===== config.mk =====
export PLATFORM = sky130hd
export DESIGN_NAME = json_token_lexer
export DESIGN_NICKNAME = d
export VERILOG_FILES = /design/src/design/jtl_pkg.sv /design/src/design/json_token_lexer.sv
export SDC_FILE = /design/constraint.sdc
export NUM_CORES = 1
export LEC_CHECK = 0
export BUFFER_PORTS_ARGS = -buffer_cell sky130_fd_sc_hd__buf_2
export CORE_MARGIN = 4
export CORE_UTILIZATION = 43
export DETAILED_ROUTE_END_ITERATION = 10
export GPL_TIMING_DRIVEN = 0
export PLACE_DENSITY = 0.57
export SLEW_MARGIN = 40
export SYNTH_ARGS = -nofsm -noshare
export SYNTH_HDL_FRONTEND = slang
export SYNTH_SLANG_ARGS = --single-unit

===== constraint.sdc =====
create_clock -name clk -period 4.2 [get_ports clk]
set_input_delay 0.42 -clock clk [delete_from_list [all_inputs] [get_ports clk]]
set_output_delay 0.42 -clock clk [all_outputs]
set_load 0.02 [all_outputs]

===== src/design/jtl_pkg.sv =====
package jtl_pkg;

  localparam logic [3:0] M_IDLE = 4'd0;
  localparam logic [3:0] M_STR  = 4'd1;
  localparam logic [3:0] M_ESC  = 4'd2;
  localparam logic [3:0] M_SIGN = 4'd3;
  localparam logic [3:0] M_ZERO = 4'd4;
  localparam logic [3:0] M_INT  = 4'd5;
  localparam logic [3:0] M_DOT  = 4'd6;
  localparam logic [3:0] M_FRAC = 4'd7;
  localparam logic [3:0] M_EXPE = 4'd8;
  localparam logic [3:0] M_EXPS = 4'd9;
  localparam logic [3:0] M_EXP  = 4'd10;
  localparam logic [3:0] M_WORD = 4'd11;

  localparam logic [3:0] K_LBRACE = 4'd0;
  localparam logic [3:0] K_RBRACE = 4'd1;
  localparam logic [3:0] K_LBRACK = 4'd2;
  localparam logic [3:0] K_RBRACK = 4'd3;
  localparam logic [3:0] K_COMMA  = 4'd4;
  localparam logic [3:0] K_COLON  = 4'd5;
  localparam logic [3:0] K_STR    = 4'd6;
  localparam logic [3:0] K_NUM    = 4'd7;
  localparam logic [3:0] K_TRUE   = 4'd8;
  localparam logic [3:0] K_EOF    = 4'd11;
  localparam logic [3:0] K_ERR    = 4'd12;

  localparam logic [2:0] E_NONE    = 3'd0;
  localparam logic [2:0] E_NEWLINE = 3'd1;
  localparam logic [2:0] E_ESCAPE  = 3'd2;
  localparam logic [2:0] E_SIGN    = 3'd3;
  localparam logic [2:0] E_FRAC    = 3'd4;
  localparam logic [2:0] E_EXP     = 3'd5;
  localparam logic [2:0] E_UNKNOWN = 3'd6;

  localparam logic [1:0] W_TRUE  = 2'd0;
  localparam logic [1:0] W_FALSE = 2'd1;
  localparam logic [1:0] W_NULL  = 2'd2;

  localparam logic [7:0] CH_QUOTE = 8'h22;
  localparam logic [7:0] CH_BSL   = 8'h5c;
  localparam logic [7:0] CH_DOT   = 8'h2e;
  localparam logic [7:0] CH_LF    = 8'h0a;
  localparam logic [7:0] CH_CR    = 8'h0d;

  typedef struct packed {
    logic [3:0] kind;
    logic       done;
    logic       tv;
    logic [7:0] text_byte;
    logic [2:0] err;
    logic       last;
  } result_t;

  typedef struct packed {
    logic [3:0] mode;
    logic [1:0] wkind;
    logic [2:0] wpos;
    logic       wbad;
  } lex_state_t;

  typedef struct packed {
    logic       emit;
    result_t    res;
    lex_state_t st;
  } idle_t;

  typedef struct packed {
    result_t    r0;
    result_t    r1;
    logic [1:0] count;
    lex_state_t st;
  } step_t;

  function automatic result_t mk_done(logic [3:0] kind);
    result_t r;
    r = '0;
    r.kind = kind;
    r.done = 1'b1;
    return r;
  endfunction

  function automatic result_t mk_err(logic [2:0] code);
    result_t r;
    r = mk_done(K_ERR);
    r.err = code;
    return r;
  endfunction

  function automatic result_t mk_text(logic [3:0] kind, logic [7:0] b);
    result_t r;
    r = '0;
    r.kind = kind;
    r.tv = 1'b1;
    r.text_byte = b;
    return r;
  endfunction

  function automatic logic is_digit(logic [7:0] b);
    return (b >= "0") && (b <= "9");
  endfunction

  function automatic logic is_alpha(logic [7:0] b);
    return ((b >= "a") && (b <= "z")) || ((b >= "A") && (b <= "Z"));
  endfunction

  function automatic logic [2:0] kw_len(logic [1:0] k);
    logic [2:0] n;
    case (k)
      W_TRUE:  n = 3'd4;
      W_FALSE: n = 3'd5;
      W_NULL:  n = 3'd4;
      default: n = 3'd0;
    endcase
    return n;
  endfunction

  function automatic logic [7:0] kw_char(logic [1:0] k, logic [2:0] p);
    logic [39:0] s;
    case (k)
      W_TRUE:  s = {8'h00, "eurt"};
      W_FALSE: s = "eslaf";
      W_NULL:  s = {8'h00, "llun"};
      default: s = '0;
    endcase
    return (p < 3'd5) ? s[p*8 +: 8] : 8'h00;
  endfunction

  function automatic result_t word_finish(lex_state_t s);
    if (!s.wbad && s.wpos == kw_len(s.wkind)) begin
      return mk_done(K_TRUE + {2'b00, s.wkind});
    end
    return mk_err(E_UNKNOWN);
  endfunction

  // The first byte of a token, with the lexer otherwise idle.
  function automatic idle_t idle_byte(lex_state_t s, logic [7:0] b);
    idle_t o;
    o.emit = 1'b1;
    o.res = mk_err(E_UNKNOWN);
    o.st = s;
    o.st.mode = M_IDLE;
    case (b)
      " ", 8'h09, 8'h0a, 8'h0b, 8'h0c, 8'h0d: o.emit = 1'b0;
      "{": o.res = mk_done(K_LBRACE);
      "}": o.res = mk_done(K_RBRACE);
      "[": o.res = mk_done(K_LBRACK);
      "]": o.res = mk_done(K_RBRACK);
      ",": o.res = mk_done(K_COMMA);
      ":": o.res = mk_done(K_COLON);
      CH_QUOTE: begin
        o.emit = 1'b0;
        o.st.mode = M_STR;
      end
      "t", "f", "n": begin
        o.emit = 1'b0;
        o.st.mode = M_WORD;
        o.st.wkind = (b == "t") ? W_TRUE : ((b == "f") ? W_FALSE : W_NULL);
        o.st.wpos = 3'd1;
        o.st.wbad = 1'b0;
      end
      "-": begin
        o.res = mk_text(K_NUM, b);
        o.st.mode = M_SIGN;
      end
      "0": begin
        o.res = mk_text(K_NUM, b);
        o.st.mode = M_ZERO;
      end
      default: begin
        if (is_digit(b)) begin
          o.res = mk_text(K_NUM, b);
          o.st.mode = M_INT;
        end
      end
    endcase
    return o;
  endfunction

  function automatic step_t lex_step(lex_state_t s, logic [7:0] b, logic eot);
    step_t o;
    result_t a;
    result_t c;
    logic av;
    logic cv;
    idle_t id;
    logic [7:0] d;
    logic d_ok;
    a = '0;
    c = '0;
    av = 1'b0;
    cv = 1'b0;
    d = 8'h00;
    d_ok = 1'b1;
    o = '0;
    o.st = s;
    if (eot) begin
      av = 1'b1;
      case (s.mode)
        M_STR: a = mk_err(E_NEWLINE);
        M_ESC: a = mk_err(E_ESCAPE);
        M_SIGN, M_EXPS: a = mk_err(E_SIGN);
        M_DOT: a = mk_err(E_FRAC);
        M_EXPE: a = mk_err(E_EXP);
        M_ZERO, M_INT, M_FRAC, M_EXP: a = mk_done(K_NUM);
        M_WORD: a = word_finish(s);
        default: av = 1'b0;
      endcase
      cv = 1'b1;
      c = mk_done(K_EOF);
      o.st.mode = M_IDLE;
    end else begin
      av = 1'b1;
      case (s.mode)
        M_STR: begin
          if (b == CH_QUOTE) begin
            a = mk_done(K_STR);
            o.st.mode = M_IDLE;
          end else if (b == CH_LF || b == CH_CR) begin
            a = mk_err(E_NEWLINE);
            o.st.mode = M_IDLE;
          end else if (b == CH_BSL) begin
            av = 1'b0;
            o.st.mode = M_ESC;
          end else begin
            a = mk_text(K_STR, b);
          end
        end
        M_ESC: begin
          case (b)
            CH_QUOTE, CH_BSL, "/": d = b;
            "b": d = 8'd8;
            "f": d = 8'd12;
            "n": d = 8'd10;
            "r": d = 8'd13;
            "t": d = 8'd9;
            default: d_ok = 1'b0;
          endcase
          if (d_ok) begin
            a = mk_text(K_STR, d);
            o.st.mode = M_STR;
          end else begin
            a = mk_err(E_ESCAPE);
            o.st.mode = M_IDLE;
          end
        end
        M_SIGN: begin
          if (is_digit(b)) begin
            a = mk_text(K_NUM, b);
            o.st.mode = (b == "0") ? M_ZERO : M_INT;
          end else begin
            a = mk_err(E_SIGN);
            o.st.mode = M_IDLE;
          end
        end
        M_ZERO, M_INT, M_FRAC, M_EXP: begin
          if (is_digit(b) && s.mode != M_ZERO) begin
            a = mk_text(K_NUM, b);
          end else if (b == CH_DOT && (s.mode == M_ZERO || s.mode == M_INT)) begin
            a = mk_text(K_NUM, b);
            o.st.mode = M_DOT;
          end else if ((b == "e" || b == "E") && s.mode != M_EXP) begin
            a = mk_text(K_NUM, b);
            o.st.mode = M_EXPE;
          end else begin
            a = mk_done(K_NUM);
            id = idle_byte(s, b);
            cv = id.emit;
            c = id.res;
            o.st = id.st;
          end
        end
        M_DOT: begin
          if (is_digit(b)) begin
            a = mk_text(K_NUM, b);
            o.st.mode = M_FRAC;
          end else begin
            a = mk_err(E_FRAC);
            o.st.mode = M_IDLE;
          end
        end
        M_EXPE: begin
          if (is_digit(b)) begin
            a = mk_text(K_NUM, b);
            o.st.mode = M_EXP;
          end else if (b == "+" || b == "-") begin
            a = mk_text(K_NUM, b);
            o.st.mode = M_EXPS;
          end else begin
            a = mk_err(E_EXP);
            o.st.mode = M_IDLE;
          end
        end
        M_EXPS: begin
          if (is_digit(b)) begin
            a = mk_text(K_NUM, b);
            o.st.mode = M_EXP;
          end else begin
            a = mk_err(E_SIGN);
            o.st.mode = M_IDLE;
          end
        end
        M_WORD: begin
          if (is_alpha(b)) begin
            av = 1'b0;
            if (s.wpos >= kw_len(s.wkind) || kw_char(s.wkind, s.wpos) != b) begin
              o.st.wbad = 1'b1;
            end
            if (s.wpos != 3'd7) begin
              o.st.wpos = s.wpos + 3'd1;
            end
          end else begin
            a = word_finish(s);
            id = idle_byte(s, b);
            cv = id.emit;
            c = id.res;
            o.st = id.st;
          end
        end
        default: begin
          av = 1'b0;
          id = idle_byte(s, b);
          cv = id.emit;
          c = id.res;
          o.st = id.st;
        end
      endcase
    end
    if (av) begin
      o.r0 = a;
      o.r1 = c;
      o.count = cv ? 2'd2 : 2'd1;
    end else begin
      o.r0 = c;
      o.count = {1'b0, cv};
    end
    if (o.count == 2'd2) begin
      o.r1.last = 1'b1;
    end else begin
      o.r0.last = 1'b1;
    end
    return o;
  endfunction

endpackage


===== src/design/json_token_lexer.sv =====
// Result words are registered into the four-entry result queue as their byte is accepted.
// Throughput: one byte per cycle while each byte yields at most one result word and
// m_tready is high. A byte closing a number or keyword that emits a token, or an end of
// text closing a token, yields two; the queue drains them one per cycle with m_tready high.
// Reset (synchronous, active high) empties the result queue and returns the lexer to idle.
module json_token_lexer (
  input  logic        clk,
  input  logic        rst,
  input  logic        s_tvalid,
  output logic        s_tready,
  input  logic [7:0]  s_tdata,   // [7:0] in_byte
  input  logic        s_tlast,   // end_of_text
  output logic        m_tvalid,
  input  logic        m_tready,
  output logic [15:0] m_tdata,   // [7:0] text_byte, [10:8] error_code, [15:11] zero
  output logic [5:0]  m_tuser,   // [3:0] token_kind, [4] token_done, [5] text_valid
  output logic        m_tlast    // last
);

  jtl_pkg::lex_state_t st;
  jtl_pkg::step_t      step;
  jtl_pkg::result_t    queue [4];
  jtl_pkg::result_t    head;
  logic [1:0]          wr_ptr;
  logic [1:0]          rd_ptr;
  logic [2:0]          count;
  logic [2:0]          count_next;
  logic                acc;
  logic                pop;

  assign step     = jtl_pkg::lex_step(st, s_tdata, s_tlast);
  assign s_tready = (count <= 3'd2);
  assign acc      = s_tvalid && s_tready;
  assign m_tvalid = (count != 3'd0);
  assign pop      = m_tvalid && m_tready;
  assign head     = queue[rd_ptr];

  assign m_tdata = {5'b00000, head.err, head.text_byte};
  assign m_tuser = {head.tv, head.done, head.kind};
  assign m_tlast = head.last;

  always_comb begin
    count_next = count;
    if (acc) begin
      count_next = count_next + {1'b0, step.count};
    end
    if (pop) begin
      count_next = count_next - 3'd1;
    end
  end

  always_ff @(posedge clk) begin
    if (rst) begin
      st     <= '0;
      wr_ptr <= '0;
      rd_ptr <= '0;
      count  <= '0;
    end else begin
      count <= count_next;
      if (acc) begin
        st     <= step.st;
        wr_ptr <= wr_ptr + step.count;
      end
      if (pop) begin
        rd_ptr <= rd_ptr + 2'd1;
      end
    end
  end

  always_ff @(posedge clk) begin
    if (acc && step.count != 2'd0) begin
      queue[wr_ptr] <= step.r0;
    end
    if (acc && step.count == 2'd2) begin
      queue[wr_ptr + 2'd1] <= step.r1;
    end
  end

  a_count_bound: assert property (@(posedge clk) disable iff (rst) count <= 3'd4)
    else $error("result queue count exceeds its depth");

  a_eot_result: assert property (@(posedge clk) disable iff (rst)
    acc && s_tlast |-> step.count != 2'd0)
    else $error("end of text gave no result");

  a_eot_idle: assert property (@(posedge clk) disable iff (rst)
    acc && s_tlast |=> st.mode == jtl_pkg::M_IDLE)
    else $error("lexer not idle after end of text");

  a_result_shown: assert property (@(posedge clk) disable iff (rst)
    acc && step.count != 2'd0 |=> m_tvalid)
    else $error("accepted result not offered");

endmodule

==> impl_metrics.toml <==
[sta]
finClkSkew_ns = 0.005799
tns_ns = 0
setup_viol = 0
post-route-period-util_pct = 94.36
min_period_ns = 3.963
worst_pin_slew_ns = 0.7921
finalMaxSlewViolations = 0
hold_viol = 0
max_slew_margin_pct = 46.64
worst_slack_ns = 0.2371
rsz0062_at_grt = "false"
max_freq_ghz = 0.2523

[power]
seqPwrFrac_pct = 39.1
swShare_pct = 35.39
clockPowerShare_pct = 26.3
power_mw = 2.983
p_int_mw = 1.927
power_frac_comb_pct = 34.6
ir_worst_vdd_mv = 0.2111
switching_power_mw = 1.056
p_leak_nw = 2.570
pwr_density_cell_nw_per_um2 = 403.7

[setup_path]
slowest_delay_ns = 0.53
worstSetupStartpoint = "st[6]$_SDFFE_PP0P_"
arrival_ns = 4.25
required_ns = 4.49
critPathKind = "register to register"
path_buf_inv = 4
cp_top_family = "simple AND/OR/NAND/NOR gates"
cp_max_fo = 10
crit_path_start_kind = "register"
r2r_start = "st[6]$_SDFFE_PP0P_"
worstSetupEndpointType = "register"
crit_chain = "buf_2 -> and4bb_1 -> nand4b_1 -> o2111ai_2 -> nand3_2 -> a31oi_2 -> inv_1 -> ha_1 -> clkbuf_1 -> inv_1 -> fa_1 -> nor2_1 -> a21oi_1 -> ha_1 -> mux2_2 -> nor2_1"
worst_path_max_delay_cell = "fa_1"

[floorplanning]
start_util_pct = 43.87
fp-row-count = 45
io_pins = 38
dieArea_um2 = 17510
die_h_um = 132.3
die_w_um = 132.3
core_um2 = 15150

[cells_and_area]
syn_to_final_growth_pct = 11.18
design_area_um2 = 7388
fin_nets = 765
utilization_pct = 48.78
drive_gt1_share_pct = 21.16
antennaDiodeCount = 0

[clock_tree]
root_buffer = "clkbuf_16"
clkLatencyLatePin_ns = 0.35
cts.sinks = 91
cts_inserted_buffers = 9
cts_resized = 0
cts-hold-fix-buffers = 0
htreeDepth = 3
post_cts_buffers = 0
cts_max_path_buffers = 2
cts_tree = "built"
path_clk_slew_ns = 0.07

[grt]
grt_max_degree = 18
antenna_found_initial = 0
grt_pass1_vias = 5592
grt_pass1_wl_um = 32090
track_usage_pct = 23.16
grt_overflow = 0

[logic_synthesis]
synth.top_cell.area_share_pct = 30.73
synth_top_family_by_area = "compound AO/OA/AOI/OAI gates"
yosysTopAreaCell = "edfxtp_1"
synthSimpleGateAreaFrac_pct = 22.16
syn_area_per_cell_um2 = 9.561
synth_fa_ha_area_share_pct = 2.937
synth_compound_area_share_pct = 22.76
muxShareOfSynthArea_pct = 7.042
ys.warnings.count = 0
syn_inst = 695
synth_cell_types = 99
async_flop_share_pct = 0
ys_seq_area_share_pct = 37.66
synth_edf_count = 68
synthTopCellsByArea = "edfxtp_1 (31%), dfxtp_1 (6.9%), mux4_2 (6.1%)"
synth_xor_area_share_pct = 1.695
synth_ff_type = "edfxtp_1"
netlist_area_um2 = 6645
synth-seq-cells = 91

[status]
status = "completed"

[placed_design]
dpl-instance-area_um2 = 7048
hpwl_um = 15430
routabilityCongestion = 0.9105
place_ws_ns = -0.2279
io_buffers = 27

[route]
ant_nets = 0
routed_via_density = 6.318
first_pass_iters = 5
wirelength_um = 20450
wl_per_cell_um = 21.99
vias = 5876
drtIter0Drc = 494
drc = 0

[worst_hold_path]
hp-class = "primary input to register"
min_from = "m_tready"

[run]
drv_cap = 0
[worst min-delay path, cell delays in order]
cell,delay (ns)
buf_2,0.10
nand2_1,0.10
xnor2_1,0.07
nor2_1,0.07
[kinds of logic after synthesis]
family / Yosys count
xor+xnor: 12
mux: 24
simple gates: 258
fa+ha+maj: 15
other cells: 1
compound gates: 216
buf+inv: 78
flops: 91
[registers in the layout, summed over array words and instances (netlist names), named ones only]
name,count
st,10
wr_ptr,2
rd_ptr,2
queue,72
count,3
[power by group through the flow]
stage	registers, mW	logic (mW)	clock network [mW]
CTS	1.17	1.03	0.797
global route	1.18	1.13	0.832
global placement	1.18	1.02	0
floorplan	1.17	0.742	0
finish	1.17	1.03	0.784
detailed placement	1.19	1.03	0
[per-stage QoR]
step | hold slack [ns] | std cells
finish | 0.4570 | 930
detailed placement | 0.4663 | 914
CTS | 0.4466 | 930
floorplan | 0.4383 | 699
global route | 0.4723 | 930
global placement | 0.4539 | 914
[cells in the mapped netlist, types with 4 or more instances]
| master | instances |
|---|---|
| nor4b_1 | 4 |
| edfxtp_1 | 68 |
| o211ai_1 | 6 |
| nor2_1 | 60 |
| nor3_1 | 12 |
| buf_4 | 10 |
| nand2b_1 | 10 |
| buf_2 | 14 |
| a21o_1 | 6 |
| ha_1 | 14 |
| o32ai_1 | 5 |
| and3_1 | 12 |
| and3b_1 | 4 |
| clkbuf_1 | 26 |
| nand3_1 | 17 |
| mux4_2 | 18 |
| or3_1 | 7 |
| dfxtp_1 | 23 |
| mux2i_1 | 4 |
| o22ai_1 | 36 |
| o21ai_0 | 40 |
| o21ai_1 | 4 |
| and2_1 | 5 |
| a31oi_1 | 10 |
| buf_6 | 4 |
| o21ai_2 | 5 |
| a221o_1 | 8 |
| a21oi_1 | 39 |
| inv_1 | 21 |
| nand2_1 | 63 |
| a211oi_1 | 4 |
| o21a_1 | 4 |
| nand3b_1 | 8 |
| xnor2_1 | 8 |
| nor2b_1 | 6 |
[layout make-up]
cell class / instances / area [µm²]
timing repair buffer: 27 / 135.1
fill: 1473 / 7757
inverter: 21 / 78.83
buffer: 57 / 307.8
sequential: 91 / 2502
tap: 188 / 235.2
clock buffer: 10 / 239.0
clock inverter: 6 / 47.55
multi-input combinational: 530 / 3842
[cell usage in the layout, fill, tap and decap left out, types with 12 or more instances in the layout]
cell type	n
edfxtp_1	68
nand2_1	59
nor2_1	60
a21oi_1	38
nand3_1	17
clkbuf_1	20
inv_1	21
and3_1	12
ha_1	14
buf_2	42
dfxtp_1	23
o22ai_1	36
mux4_2	18
o21ai_0	40
[worst paths after layout]
| path | end | slack [ns] | cells after the start |
|---|---|---|---|
| max | count[1]$_SDFF_PP0_ | 0.24 | 16 |
| min | count[0]$_SDFF_PP0_ | 0.46 | 4 |
| max reg2reg | count[1]$_SDFF_PP0_ | 0.24 | 16 |
| min reg2reg | queue[2][1]$_SDFFE_PP0N_ | 0.48 | 2 |
[metal layers]
layer	wire (µm)	GRT usage, %	up-vias	part of all wire, %
met5	0	0	-	0
met4	463	7.448	0	2.3
met3	1171	3.664	26	5.7
met2	10020	38.60	235	49
met1	8798	31.06	2876	43
li1	-	-	2739	-
No activity file was read; power rests on OpenSTA's default activity.
